$ cat config.mk
export PLATFORM = sky130hd
export DESIGN_NAME = pfvn_ctrl
export DESIGN_NICKNAME = d
export VERILOG_FILES = /design/src/design/pfvn_pkg.sv /design/src/design/pfvn_ctrl.sv
export SDC_FILE = /design/constraint.sdc
export NUM_CORES = 1
export LEC_CHECK = 0
export ABC_AREA = 1
export BUFFER_PORTS_ARGS = -buffer_cell sky130_fd_sc_hd__buf_2
export CAP_MARGIN = 0
export CORE_MARGIN = 2
export CORE_UTILIZATION = 54
export CTS_CLUSTER_DIAMETER = 50
export DETAILED_ROUTE_END_ITERATION = 7
export PLACE_DENSITY = 0.75
export SYNTH_ARGS = -nofsm -noshare
export SYNTH_HDL_FRONTEND = slang
export SYNTH_SLANG_ARGS = --single-unit
$ cat constraint.sdc
create_clock -name clk -period 2.2 [get_ports clk]
set_input_delay 0.33 -clock clk [delete_from_list [all_inputs] [get_ports clk]]
set_output_delay 0.33 -clock clk [all_outputs]
set_load 0.05 [all_outputs]
$ cat src/design/pfvn_pkg.sv
// Shared types and datapath command codes for the polygon fan vertex normal block.
package pfvn_pkg;

  localparam int POS_W = 24;
  localparam int NRM_W = 16;
  localparam int IDX_W = 5;
  localparam int ACC_W = 64;
  localparam int CRS_W = 51;
  localparam int NUM_W = 45;
  localparam int STEP_W = 6;

  localparam logic [4:0] OP_NONE = 5'd0;
  localparam logic [4:0] OP_LOAD = 5'd1;
  localparam logic [4:0] OP_CLR  = 5'd2;
  localparam logic [4:0] OP_CAPB = 5'd3;
  localparam logic [4:0] OP_EDGE = 5'd4;
  localparam logic [4:0] OP_MUL  = 5'd5;
  localparam logic [4:0] OP_AWR  = 5'd6;
  localparam logic [4:0] OP_MAG  = 5'd7;
  localparam logic [4:0] OP_SHF  = 5'd8;
  localparam logic [4:0] OP_SQ   = 5'd9;
  localparam logic [4:0] OP_SQI  = 5'd10;
  localparam logic [4:0] OP_SQT  = 5'd11;
  localparam logic [4:0] OP_DVI  = 5'd12;
  localparam logic [4:0] OP_DIV  = 5'd13;
  localparam logic [4:0] OP_DVE  = 5'd14;

  typedef struct packed {
    logic [4:0]        op;
    logic [STEP_W-1:0] step;
    logic [1:0]        comp;
  } pfvn_cmd_t;

  typedef struct packed {
    logic big;
  } pfvn_stat_t;

endpackage

$ cat src/design/pfvn_ctrl.sv
// Controller state machine: vertex loading, triangle walk, normalize sequencing, output.
module pfvn_ctrl import pfvn_pkg::*; #(
  parameter int MAX_VERTS = 32
) (
  input  logic                          clk,
  input  logic                          rst_n,
  input  logic                          in_valid,
  output logic                          in_stall,
  input  logic                          in_last_vertex,
  output logic                          out_valid,
  input  logic                          out_stall,
  output logic [IDX_W-1:0]              out_vertex_index,
  output logic                          out_overflowed,
  output logic                          out_last_normal,
  output pfvn_cmd_t                     cmd,
  output logic [$clog2(MAX_VERTS)-1:0]  st_addr,
  output logic [$clog2(MAX_VERTS)-1:0]  acc_addr,
  input  pfvn_stat_t                    stat
);

  localparam int AW = $clog2(MAX_VERTS);
  localparam int CW = $clog2(MAX_VERTS + 1);

  localparam logic [3:0] S_IDLE = 4'd0;
  localparam logic [3:0] S_CLR  = 4'd1;
  localparam logic [3:0] S_TB   = 4'd2;
  localparam logic [3:0] S_TC   = 4'd3;
  localparam logic [3:0] S_TE   = 4'd4;
  localparam logic [3:0] S_TM   = 4'd5;
  localparam logic [3:0] S_TAR  = 4'd6;
  localparam logic [3:0] S_TAW  = 4'd7;
  localparam logic [3:0] S_NRD  = 4'd8;
  localparam logic [3:0] S_NMG  = 4'd9;
  localparam logic [3:0] S_NSH  = 4'd10;
  localparam logic [3:0] S_NSQ  = 4'd11;
  localparam logic [3:0] S_NSI  = 4'd12;
  localparam logic [3:0] S_NSQT = 4'd13;
  localparam logic [3:0] S_NDI  = 4'd14;
  localparam logic [3:0] S_NDV  = 4'd15;

  logic [3:0]        state_r, state_nxt;
  logic [CW-1:0]     cnt_r, cnt_nxt;
  logic [CW-1:0]     n_r, n_nxt;
  logic [CW-1:0]     idx_r, idx_nxt;
  logic [CW-1:0]     t_r, t_nxt;
  logic [1:0]        j_r, j_nxt;
  logic [1:0]        comp_r, comp_nxt;
  logic [STEP_W-1:0] step_r, step_nxt;
  logic              ovf_r, ovf_nxt;
  logic              outv_r, outv_nxt;
  logic              in_acc, out_acc, room, idx_last;
  logic [CW-1:0]     tb, tc, vsel;

  assign room     = cnt_r < CW'(MAX_VERTS);
  assign in_acc   = in_valid && !in_stall;
  assign out_acc  = outv_r && !out_stall;
  assign idx_last = idx_r == n_r - CW'(1);
  assign tb       = t_r + CW'(1);
  assign tc       = t_r + CW'(2);

  always_comb begin
    case (j_r)
      2'd0:    vsel = '0;
      2'd1:    vsel = tb;
      default: vsel = tc;
    endcase
  end

  assign in_stall         = state_r != S_IDLE;
  assign out_valid        = outv_r;
  assign out_vertex_index = IDX_W'(idx_r);
  assign out_overflowed   = ovf_r;
  assign out_last_normal  = idx_last;

  always_comb begin
    state_nxt = state_r;
    cnt_nxt   = cnt_r;
    n_nxt     = n_r;
    idx_nxt   = idx_r;
    t_nxt     = t_r;
    j_nxt     = j_r;
    comp_nxt  = comp_r;
    step_nxt  = step_r;
    ovf_nxt   = ovf_r;
    outv_nxt  = outv_r;
    cmd.op    = OP_NONE;
    cmd.step  = step_r;
    cmd.comp  = comp_r;
    st_addr   = cnt_r[AW-1:0];
    acc_addr  = idx_r[AW-1:0];
    case (state_r)
      S_IDLE: begin
        if (in_acc) begin
          if (room) begin
            cmd.op  = OP_LOAD;
            cnt_nxt = cnt_r + CW'(1);
          end else begin
            ovf_nxt = 1'b1;
          end
          if (in_last_vertex) begin
            n_nxt     = room ? cnt_r + CW'(1) : cnt_r;
            idx_nxt   = '0;
            state_nxt = S_CLR;
          end
        end
      end
      S_CLR: begin
        cmd.op = OP_CLR;
        if (idx_last) begin
          idx_nxt = '0;
          t_nxt   = '0;
          state_nxt = (n_r >= CW'(3)) ? S_TB : S_NRD;
        end else begin
          idx_nxt = idx_r + CW'(1);
        end
      end
      S_TB: begin
        st_addr   = tb[AW-1:0];
        state_nxt = S_TC;
      end
      S_TC: begin
        st_addr   = tc[AW-1:0];
        cmd.op    = OP_CAPB;
        state_nxt = S_TE;
      end
      S_TE: begin
        cmd.op    = OP_EDGE;
        step_nxt  = '0;
        state_nxt = S_TM;
      end
      S_TM: begin
        cmd.op = OP_MUL;
        if (step_r == STEP_W'(6)) begin
          j_nxt     = '0;
          state_nxt = S_TAR;
        end else begin
          step_nxt = step_r + STEP_W'(1);
        end
      end
      S_TAR: begin
        acc_addr  = vsel[AW-1:0];
        state_nxt = S_TAW;
      end
      S_TAW: begin
        acc_addr = vsel[AW-1:0];
        cmd.op   = OP_AWR;
        if (j_r == 2'd2) begin
          if ((CW + 1)'(t_r) + (CW + 1)'(3) < (CW + 1)'(n_r)) begin
            t_nxt     = tb;
            state_nxt = S_TB;
          end else begin
            idx_nxt   = '0;
            state_nxt = S_NRD;
          end
        end else begin
          j_nxt     = j_r + 2'd1;
          state_nxt = S_TAR;
        end
      end
      S_NRD: begin
        if (outv_r) begin
          if (out_acc) begin
            outv_nxt = 1'b0;
            if (idx_last) begin
              cnt_nxt   = '0;
              ovf_nxt   = 1'b0;
              state_nxt = S_IDLE;
            end else begin
              idx_nxt = idx_r + CW'(1);
            end
          end
        end else begin
          state_nxt = S_NMG;
        end
      end
      S_NMG: begin
        cmd.op    = OP_MAG;
        state_nxt = S_NSH;
      end
      S_NSH: begin
        if (stat.big) begin
          cmd.op = OP_SHF;
        end else begin
          step_nxt  = '0;
          state_nxt = S_NSQ;
        end
      end
      S_NSQ: begin
        cmd.op = OP_SQ;
        if (step_r == STEP_W'(3)) begin
          state_nxt = S_NSI;
        end else begin
          step_nxt = step_r + STEP_W'(1);
        end
      end
      S_NSI: begin
        cmd.op    = OP_SQI;
        step_nxt  = '0;
        state_nxt = S_NSQT;
      end
      S_NSQT: begin
        cmd.op = OP_SQT;
        if (step_r == STEP_W'(31)) begin
          comp_nxt  = '0;
          state_nxt = S_NDI;
        end else begin
          step_nxt = step_r + STEP_W'(1);
        end
      end
      S_NDI: begin
        cmd.op    = OP_DVI;
        step_nxt  = '0;
        state_nxt = S_NDV;
      end
      S_NDV: begin
        if (step_r == STEP_W'(NUM_W)) begin
          // Quotient is complete: store this component.
          cmd.op = OP_DVE;
          if (comp_r == 2'd2) begin
            outv_nxt  = 1'b1;
            state_nxt = S_NRD;
          end else begin
            comp_nxt  = comp_r + 2'd1;
            state_nxt = S_NDI;
          end
        end else begin
          cmd.op   = OP_DIV;
          step_nxt = step_r + STEP_W'(1);
        end
      end
      default: state_nxt = S_IDLE;
    endcase
  end

  always_ff @(posedge clk) begin
    if (!rst_n) begin
      state_r <= S_IDLE;
      cnt_r   <= '0;
      n_r     <= '0;
      idx_r   <= '0;
      t_r     <= '0;
      j_r     <= '0;
      comp_r  <= '0;
      step_r  <= '0;
      ovf_r   <= 1'b0;
      outv_r  <= 1'b0;
    end else begin
      state_r <= state_nxt;
      cnt_r   <= cnt_nxt;
      n_r     <= n_nxt;
      idx_r   <= idx_nxt;
      t_r     <= t_nxt;
      j_r     <= j_nxt;
      comp_r  <= comp_nxt;
      step_r  <= step_nxt;
      ovf_r   <= ovf_nxt;
      outv_r  <= outv_nxt;
    end
  end

endmodule

# Word level (Yosys, flattened, before mapping)
# Index checks and enable logic that the tools add are counted.
# W data, S select, Z words.
# word_totals
regBits,40
output_inout_bits,32
elab_cells,162
# classes
addsub,9
order_cmp,3
eq_ne,48
n_mux,66
n_reduce_logical,26
# ops
cell,n
$mux W6,20
$pmux W4 S16,1
$mux W4,15
$pmux W4 S13,1
$ne A2 B2 Y1 const B,23
$pmux W6 S6,1
$eq A4 B4 Y1 const B,8
$add A6 B1 Y6 const B,4
$pmux W6 S2,2
$pmux W6 S4,1
$pmux W5 S2,2
$eq A4 B3 Y1 const B,4
$mux W2,6
$reduce_and A6 Y1,2
$mux W1,11
$reduce_and A10 Y1,1
$reduce_bool A2 Y1,5
$reduce_and A3 Y1,3
$eq A4 B2 Y1 const B,2
$pmux W2 S2,2
$reduce_and A4 Y1,2
$reduce_and A8 Y1,1
$reduce_bool A4 Y1,2
$add A6 B2 Y7 const B,1
26 further kinds,32

# Depth between registers and ports, before layout
# Gate-level depths: netlist of run 1.
# logic_depth
depth_word,6
depth_mapped,18
mapped_depth_nobuf,18

# Worst setup path after synthesis of run 1
# OpenSTA, ideal clock, no wires.
# synth_timing
path_kind,reg2out
start,register t_r[2]
end,output st_addr[3]
t_arrival_ns,2.849
required_ns,1.870
setup_slack_ns,-0.979
stages_incl_launch_ff,6
path_buffers,0
cell_sequence,dfxtp_1 > ha_1 > nand2_1 > nor2_1 > or2_2 > o311ai_0
# synth_between
elab_chain_cells,2
word_cells_on_any_way,3
classes_between,add/sub (2); mux (1)
# synth_lines
item,line_no,source
start: declaration,pfvn_ctrl.sv:45,"logic [CW-1:0] t_r, t_nxt;"
start signal: assignment,pfvn_ctrl.sv:252,t_r <= t_nxt;
$add A6 B1 Y6 or $add A5 B2 Y5 (tied branches),"pfvn_ctrl.sv:58, pfvn_ctrl.sv:59",
$pmux W5 S2 (*),pfvn_ctrl.sv:91,case (state_r)
end: declaration,pfvn_ctrl.sv:16,"output logic [$clog2(MAX_VERTS)-1:0] st_addr,"
# Mark *: on every way between the ends. The rest lies on a longest branch, timed or not.

# Final worst setup path of run 1
# layout_timing
start,register t_r[1]
end,register idx_r[5]
# layout_between
elab_chain_cells,4
# layout_lines
item,line_no,source
$add A6 B2 Y7,pfvn_ctrl.sv:148,if ((CW + 1)'(t_r) + (CW + 1)'(3) < (CW + 1)'(n_r)) begin
$lt A7 B6 Y1,pfvn_ctrl.sv:148,
$ne A2 B2 Y1 (no line),-,
$reduce_and A8 Y1 (no line),-,
end signal: assignment,pfvn_ctrl.sv:251,idx_r <= idx_nxt;
end: declaration,pfvn_ctrl.sv:44,"logic [CW-1:0] idx_r, idx_nxt;"
# Every way passes these cells.
# A chain may end at the register's enable or synchronous reset.

==> results of run 1 <==
-- state kept, by name, indices dropped and copies added (netlist names) --
register and count:
cnt_r 6, idx_r 6, n_r 6, step_r 6, t_r 6, state_r 4, comp_r 2, j_r 2
out_overflowed 1, out_valid 1
-- how the worst min path moves through the flow --
stage,to,cells past startpoint
after floorplan,t_r[5]$_SDFFE_PN0P_,2
after global placement,out_overflowed$_SDFFE_PN0P_,2
after detailed placement,out_overflowed$_SDFFE_PN0P_,2
after CTS,state_r[1]$_SDFFE_PN0P_,3
after global routing,state_r[1]$_SDFFE_PN0P_,3
final,state_r[1]$_SDFFE_PN0P_,3
-- per-layer routing --
layer / up-vias / track usage / routed length (microns)
li1: 1860 / - / -
met1: 1645 / 0.365 / 4230
met2: 112 / 0.523 / 4700
met3: 12 / 0.0391 / 441
met4: 0 / 0.0607 / 123
met5: - / 0 / 0
-- through the flow --
step | hold WS, ns | instance area [sq um] | setup TNS [ns] | util | setup WS [ns]
2_1_floorplan | 0.466 | 3380 | 0 | - | 0.0108
3_3_place_gp | 0.445 | 3780 | -0.0149 | 0.635 | -0.0149
6_report | 0.370 | 4210 | -0.0509 | 0.707 | -0.0146
5_1_grt | 0.388 | 4210 | -1.47 | 0.707 | -0.150
3_5_place_dp | 0.450 | 3780 | -0.354 | 0.635 | -0.0759
4_1_cts | 0.371 | 4040 | -0.0249 | 0.678 | -0.0249
-- layout by cell type (no fill, tap or decap), types with 6 or more instances in the layout --
cell type	count
a21oi_1	30
nand4_1	14
ha_1	13
inv_1	61
nand2_2	14
dfxtp_1	33
buf_4	37
nor2_4	6
buf_2	29
o21ai_0	23
nor3_1	6
nor2_1	62
nand3_1	29
xor2_1	8
nor2_2	7
inv_2	11
nand2_1	130
clkbuf_8	6
-- timing repair --
action / CTS / global route
resized for setup: 26 / 41
gates cloned: 0 / 1
setup endpoints to repair: 21 / 37
pin swaps: 13 / 23
buffers inserted: 6 / 4
-- power breakdown --
group / switching [W] / internal [W] / leakage, nW
Clock: 0.000299 / 0.000372 / 0.0614
Sequential: 0.000165 / 0.000877 / 0.329
Combinational: 0.00209 / 0.00103 / 1.65
Total: 0.00256 / 0.00228 / 2.04
-- cell families after synthesis --
| family | Yosys count |
|---|---|
| simple gates | 288 |
| buf+inv | 89 |
| compound gates | 80 |
| flops | 40 |
| fa+ha+maj | 20 |
| xor+xnor | 15 |
| other cells | 1 |
-- critical path, delay by kind of cell, from the launching register on --
| family | cells | cell delay [ns] |
|---|---|---|
| DFF | 1 | 0.38 |
| adders and majority gates | 2 | 0.40 |
| buffers and inverters | 4 | 0.30 |
| and+or+nand+nor | 8 | 0.71 |
| AOI/OAI and AO/OA | 3 | 0.38 |
-- final cells by class --
type / instances / area [sq um]
Sequential cell: 40 / 815
Fill cell: 540 / 1750
Clock buffer: 6 / 82.6
Inverter: 77 / 304
Tap cell: 75 / 93.8
Timing Repair Buffer: 73 / 502
Multi-Input combinational cell: 405 / 2370
Clock inverter: 2 / 38.8
==> impl_metrics.json, run 1 <==
{
  "portBuffers": 36,
  "drtIter0Drc": 235,
  "fin_ws_ns": -0.0146,
  "coreArea_sq_mm": 0.00596,
  "crit_type": "reg -> reg",
  "wirelength_microns": 9500,
  "synth_seq_area_share": 0.239,
  "yosys.cell_count.top_type": "nand2_1",
  "synth_common_cells": "nand2_1, nor2_1, inv_1",
  "setup_viol": 5,
  "die_x_microns": 82.7,
  "ctsRootBufferMaster": "clkbuf_8",
  "synth_top_family_by_area": "simple AND/OR/NAND/NOR gates",
  "globalRouteTotalUtil": 0.289,
  "worst_clock_skew_ns": 0.00505,
  "placed_cells": 660,
  "syn_avg_cell_area_sq_um": 6.28,
  "totalPowerFinal_w": 0.00483,
  "status": "finished with violations",
  "clock_latency_ns": 0.31,
  "clk_path_buf_depth": 2,
  "grt_overflow_total": 0,
  "grt_pass1_wl_microns": 15000,
  "hp-start": "rst_n",
  "drv_cap": 0,
  "max_stage_delay_ns": 0.38,
  "finalNonFillerCells": 678,
  "yosys.area.top_type_share": 0.239,
  "cpMaxStageDelayCell": "dfxtp_4",
  "detailedPlacementHpwl_microns": 7140,
  "die_area_sq_mm": 0.00684,
  "routed_via_density": 5.35,
  "fmax_ghz": 0.452,
  "period_share": 1.01,
  "path_max_fanout": 6,
  "yosysWarnings": 0,
  "regToRegEndpoint": "idx_r[5]$_SDFFE_PN0P_",
  "antenna_found_initial": 0,
  "drive_above_1_share": 0.275,
  "wl_per_cell_microns": 14.0,
  "finalHoldViolations": 0,
  "synth_area_leaders": "dfxtp_1, nand2_1, nor2_1",
  "placementRows": 28,
  "cp_cell_sequence": "inv_4, ha_2, o21ai_0, nand2_1, inv_1, ha_4, a21oi_2, o21bai_1, nor2_2, nand3_2, nand2_4, clkinv_4, nand2_4, clkinv_4, nand2_2, nand2_1, nor2_1",
  "h-tree-depth": 2,
  "leakage_nw": 2.04,
  "r2r_start": "t_r[1]$_SDFFE_PN0P_",
  "routabilityCongestion": 0.909,
  "crit_path_end": "idx_r[5]$_SDFFE_PN0P_",
  "synth_area_sq_mm": 0.00335,
  "synthMuxAreaShare": 0,
  "synth-compound-area-share": 0.138,
  "endpoint_kind": "flip-flop",
  "ios": 38,
  "clock-sinks": 40,
  "antenna_cells": 0,
  "nets": 628,
  "synth_edf_count": 0,
  "irDropWorstVdd_v": 0.000773,
  "die_h_microns": 82.7,
  "antenna_left": 0,
  "initial_utilization": 0.562,
  "ys_types": 47,
  "synth_simple_gate_area_frac": 0.394,
  "synthToLayoutAreaGrowth_pct": 25.8,
  "ff2ff_path_depth": 17,
  "cts_tree": "yes",
  "violations": "setup timing",
  "grt_pass1_vias": 3302,
  "power_density_mw_per_mm2": 1150,
  "critPathLaunch": "t_r[1]$_SDFFE_PN0P_",
  "vias": 3629,
  "min_period_ns": 2.21,
  "cts_buffers": 5,
  "r2r_setup_slack_ns": -0.01,
  "final-max-slew-violation-count": 0,
  "required_ns": 2.45,
  "rsz0062_at_grt": "true",
  "synth_seq_cells": 40,
  "syn_inst": 533,
  "drc": 0,
  "synthAdderAreaFrac": 0.0748,
  "synthXorXnorAreaFrac": 0.0393,
  "critPathArrivalTime_ns": 2.46,
  "grt_max_degree": 15,
  "critPathLaunchType": "flip-flop",
  "clk_pin_slew_ns": 0.09,
  "synth_ff_type": "dfxtp_1",
  "synth_fp_nets": 559,
  "drtPass1Iterations": 5,
  "async_flop_share": 0,
  "ctsHoldBuffers": 0,
  "yosys.area.top_type": "dfxtp_1",
  "hold_path.class": "in -> reg"
}
No activity file was read; power rests on OpenSTA's default activity.
==> run 2: changes to the inputs <==
--- a/config.mk
+++ b/config.mk
@@ -13,6 +13,7 @@
 export CTS_CLUSTER_DIAMETER = 50
 export DETAILED_ROUTE_END_ITERATION = 7
 export PLACE_DENSITY = 0.75
+export SETUP_SLACK_MARGIN = 0.2
 export SYNTH_ARGS = -nofsm -noshare
 export SYNTH_HDL_FRONTEND = slang
 export SYNTH_SLANG_ARGS = --single-unit
==> impl_metrics.json, run 2 (synthesis gave the netlist of run 1 again) <==
{
  "cpMaxStageDelayCell": "dfxtp_4",
  "multi_input_area_sq_mm": 0.00261,
  "fmax_ghz": 0.418,
  "wl_per_cell_microns": 15.6,
  "cp_cell_sequence": "ha_4, a21o_1, nand2_1, xor2_1, ha_1, inv_1, o21bai_1, nor2_1, nand3_2, nand2_4, buf_4, buf_6, o21ai_4, nor2_1",
  "p_comb_frac": 0.671,
  "max_stage_delay_ns": 0.43,
  "worst_clock_skew_ns": 0.00898,
  "p_sw_frac": 0.520,
  "tightest_slew_ns": 0.492,
  "hold_depth": 3,
  "hold_end": "out_valid$_SDFFE_PN0P_",
  "crit_top_cell": "nor2_1",
  "cts_tree": "yes",
  "grt_max_degree": 17,
  "endpoint_kind": "flip-flop",
  "die_x_microns": 82.7,
  "die_area_sq_mm": 0.00684,
  "seq_power_share": 0.201,
  "fin_ws_ns": -0.195,
  "hp-start": "out_stall",
  "regToRegEndpoint": "idx_r[2]$_SDFFE_PN0P_",
  "globalRouteTotalUtil": 0.299,
  "drtPass1Iterations": 5,
  "clk_pin_slew_ns": 0.08,
  "antenna_left": 0,
  "period_share": 1.09,
  "clock-sinks": 40,
  "final-max-slew-violation-count": 0,
  "placementRows": 28,
  "routabilityCongestion": 0.934,
  "crit_type": "reg -> reg",
  "synthToLayoutAreaGrowth_pct": 38.7,
  "fillCellCount": 399,
  "portBuffers": 36,
  "clock_power_share": 0.127,
  "finalHoldViolations": 0,
  "placed_cells": 660,
  "h-tree-depth": 2,
  "r2r_start": "t_r[2]$_SDFFE_PN0P_",
  "required_ns": 2.40,
  "drc": 0,
  "seq_area_sq_um": 830,
  "drive_above_1_share": 0.354,
  "ctsRootBufferMaster": "clkbuf_8",
  "leakage_nw": 2.19,
  "final_cell_mix": "nand2_1, nor2_1, inv_1, buf_4, dfxtp_1",
  "drtIter0Drc": 220,
  "grt_pass1_wl_microns": 15700,
  "nets": 640,
  "p_sw_w": 0.00279,
  "critPathLaunchType": "flip-flop",
  "antenna_cells": 0,
  "detailedPlacementHpwl_microns": 7290,
  "drv_cap": 0,
  "status": "finished with violations",
  "violations": "setup timing",
  "ctsHoldBuffers": 0,
  "cts_buffers": 5,
  "finalNonFillerCells": 690,
  "path_max_fanout": 6,
  "critPathArrivalTime_ns": 2.59,
  "min_period_ns": 2.39,
  "grt_pass1_vias": 3434,
  "wirelength_microns": 10800,
  "hold_path.class": "in -> reg",
  "antenna_found_initial": 0,
  "ios": 38,
  "grt_overflow_total": 0,
  "die_h_microns": 82.7,
  "clock_latency_ns": 0.30,
  "irDropWorstVdd_v": 0.000966,
  "coreArea_sq_mm": 0.00596,
  "routed_via_density": 5.73,
  "power_density_mw_per_mm2": 1160,
  "ff2ff_path_depth": 14,
  "maxSlewHeadroom": 0.668,
  "setup_viol": 14,
  "r2r_setup_slack_ns": -0.19,
  "totalPowerFinal_w": 0.00536,
  "p_int_w": 0.00257,
  "rsz0062_at_grt": "true",
  "final_common_cell": "nand2_1",
  "vias": 3954,
  "critPathLaunch": "t_r[2]$_SDFFE_PN0P_",
  "clk_path_buf_depth": 2,
  "initial_utilization": 0.562
}
run 2: worst max-delay path: cells and delay by family (launching register included):
| kind | cells | cell delay [ns] |
|---|---|---|
| compound gates | 3 | 0.47 |
| flops | 1 | 0.43 |
| simple gates | 5 | 0.46 |
| fa+ha+maj | 2 | 0.46 |
| xor+xnor | 1 | 0.16 |
| buf+inv | 3 | 0.30 |
run 2: layout make-up:
type,instances,area share
tap,75,0.0202
sequential,40,0.179
timing repair buffer,86,0.143
inverter,77,0.0687
multi-input combinational,404,0.563
clock buffer,7,0.0208
clock inverter,1,0.00647
run 2: what timing repair did:
item | in CTS | in global routing
pin swaps | 16 | 28
buffers inserted | 11 | 11
cloned | 0 | 0
gates resized for setup | 68 | 73
endpoints found under the setup margin | 37 | 41
run 2: metal layers:
| layer | global-route usage | vias up | wire length [microns] |
|---|---|---|---|
| li1 | - | 1883 | - |
| met1 | 0.378 | 1854 | 4380 |
| met2 | 0.521 | 182 | 5370 |
| met3 | 0.0413 | 35 | 628 |
| met4 | 0.0984 | 0 | 391 |
| met5 | 0 | - | 0 |
run 2: how the worst max path moves through the flow:
stage | endpoint | slack [ns] | cells after the start
4_1_cts | idx_r[5]$_SDFFE_PN0P_ | -0.05 | 17
2_1_floorplan | acc_addr[0] | 0.02 | 4
6_report | idx_r[2]$_SDFFE_PN0P_ | -0.19 | 14
5_1_grt | idx_r[5]$_SDFFE_PN0P_ | -0.27 | 17
3_5_place_dp | idx_r[5]$_SDFFE_PN0P_ | -0.07 | 17
3_3_place_gp | idx_r[5]$_SDFFE_PN0P_ | 0.004 | 16
run 2: power by group through the flow:
stage	clock [W]	combinational [W]	sequential, W
after detailed placement	0	0.00286	0.00106
after floorplan	0	0.00212	0.00112
after global routing	0.000713	0.00390	0.00110
final	0.000682	0.00360	0.00108
after global placement	0	0.00281	0.00106
after CTS	0.000699	0.00314	0.00105
run 2: per-stage QoR:
step	hold slack, ns	area, sq um	util	setup WS [ns]	TNS [ns]
CTS	0.380	4290	0.720	-0.0496	-0.136
finish	0.379	4640	0.779	-0.195	-1.95
global route	0.401	4640	0.779	-0.266	-3.10
global placement	0.455	3860	0.648	0.00373	0
floorplan	0.466	3460	-	0.0155	0
detailed placement	0.454	3860	0.648	-0.0741	-0.417
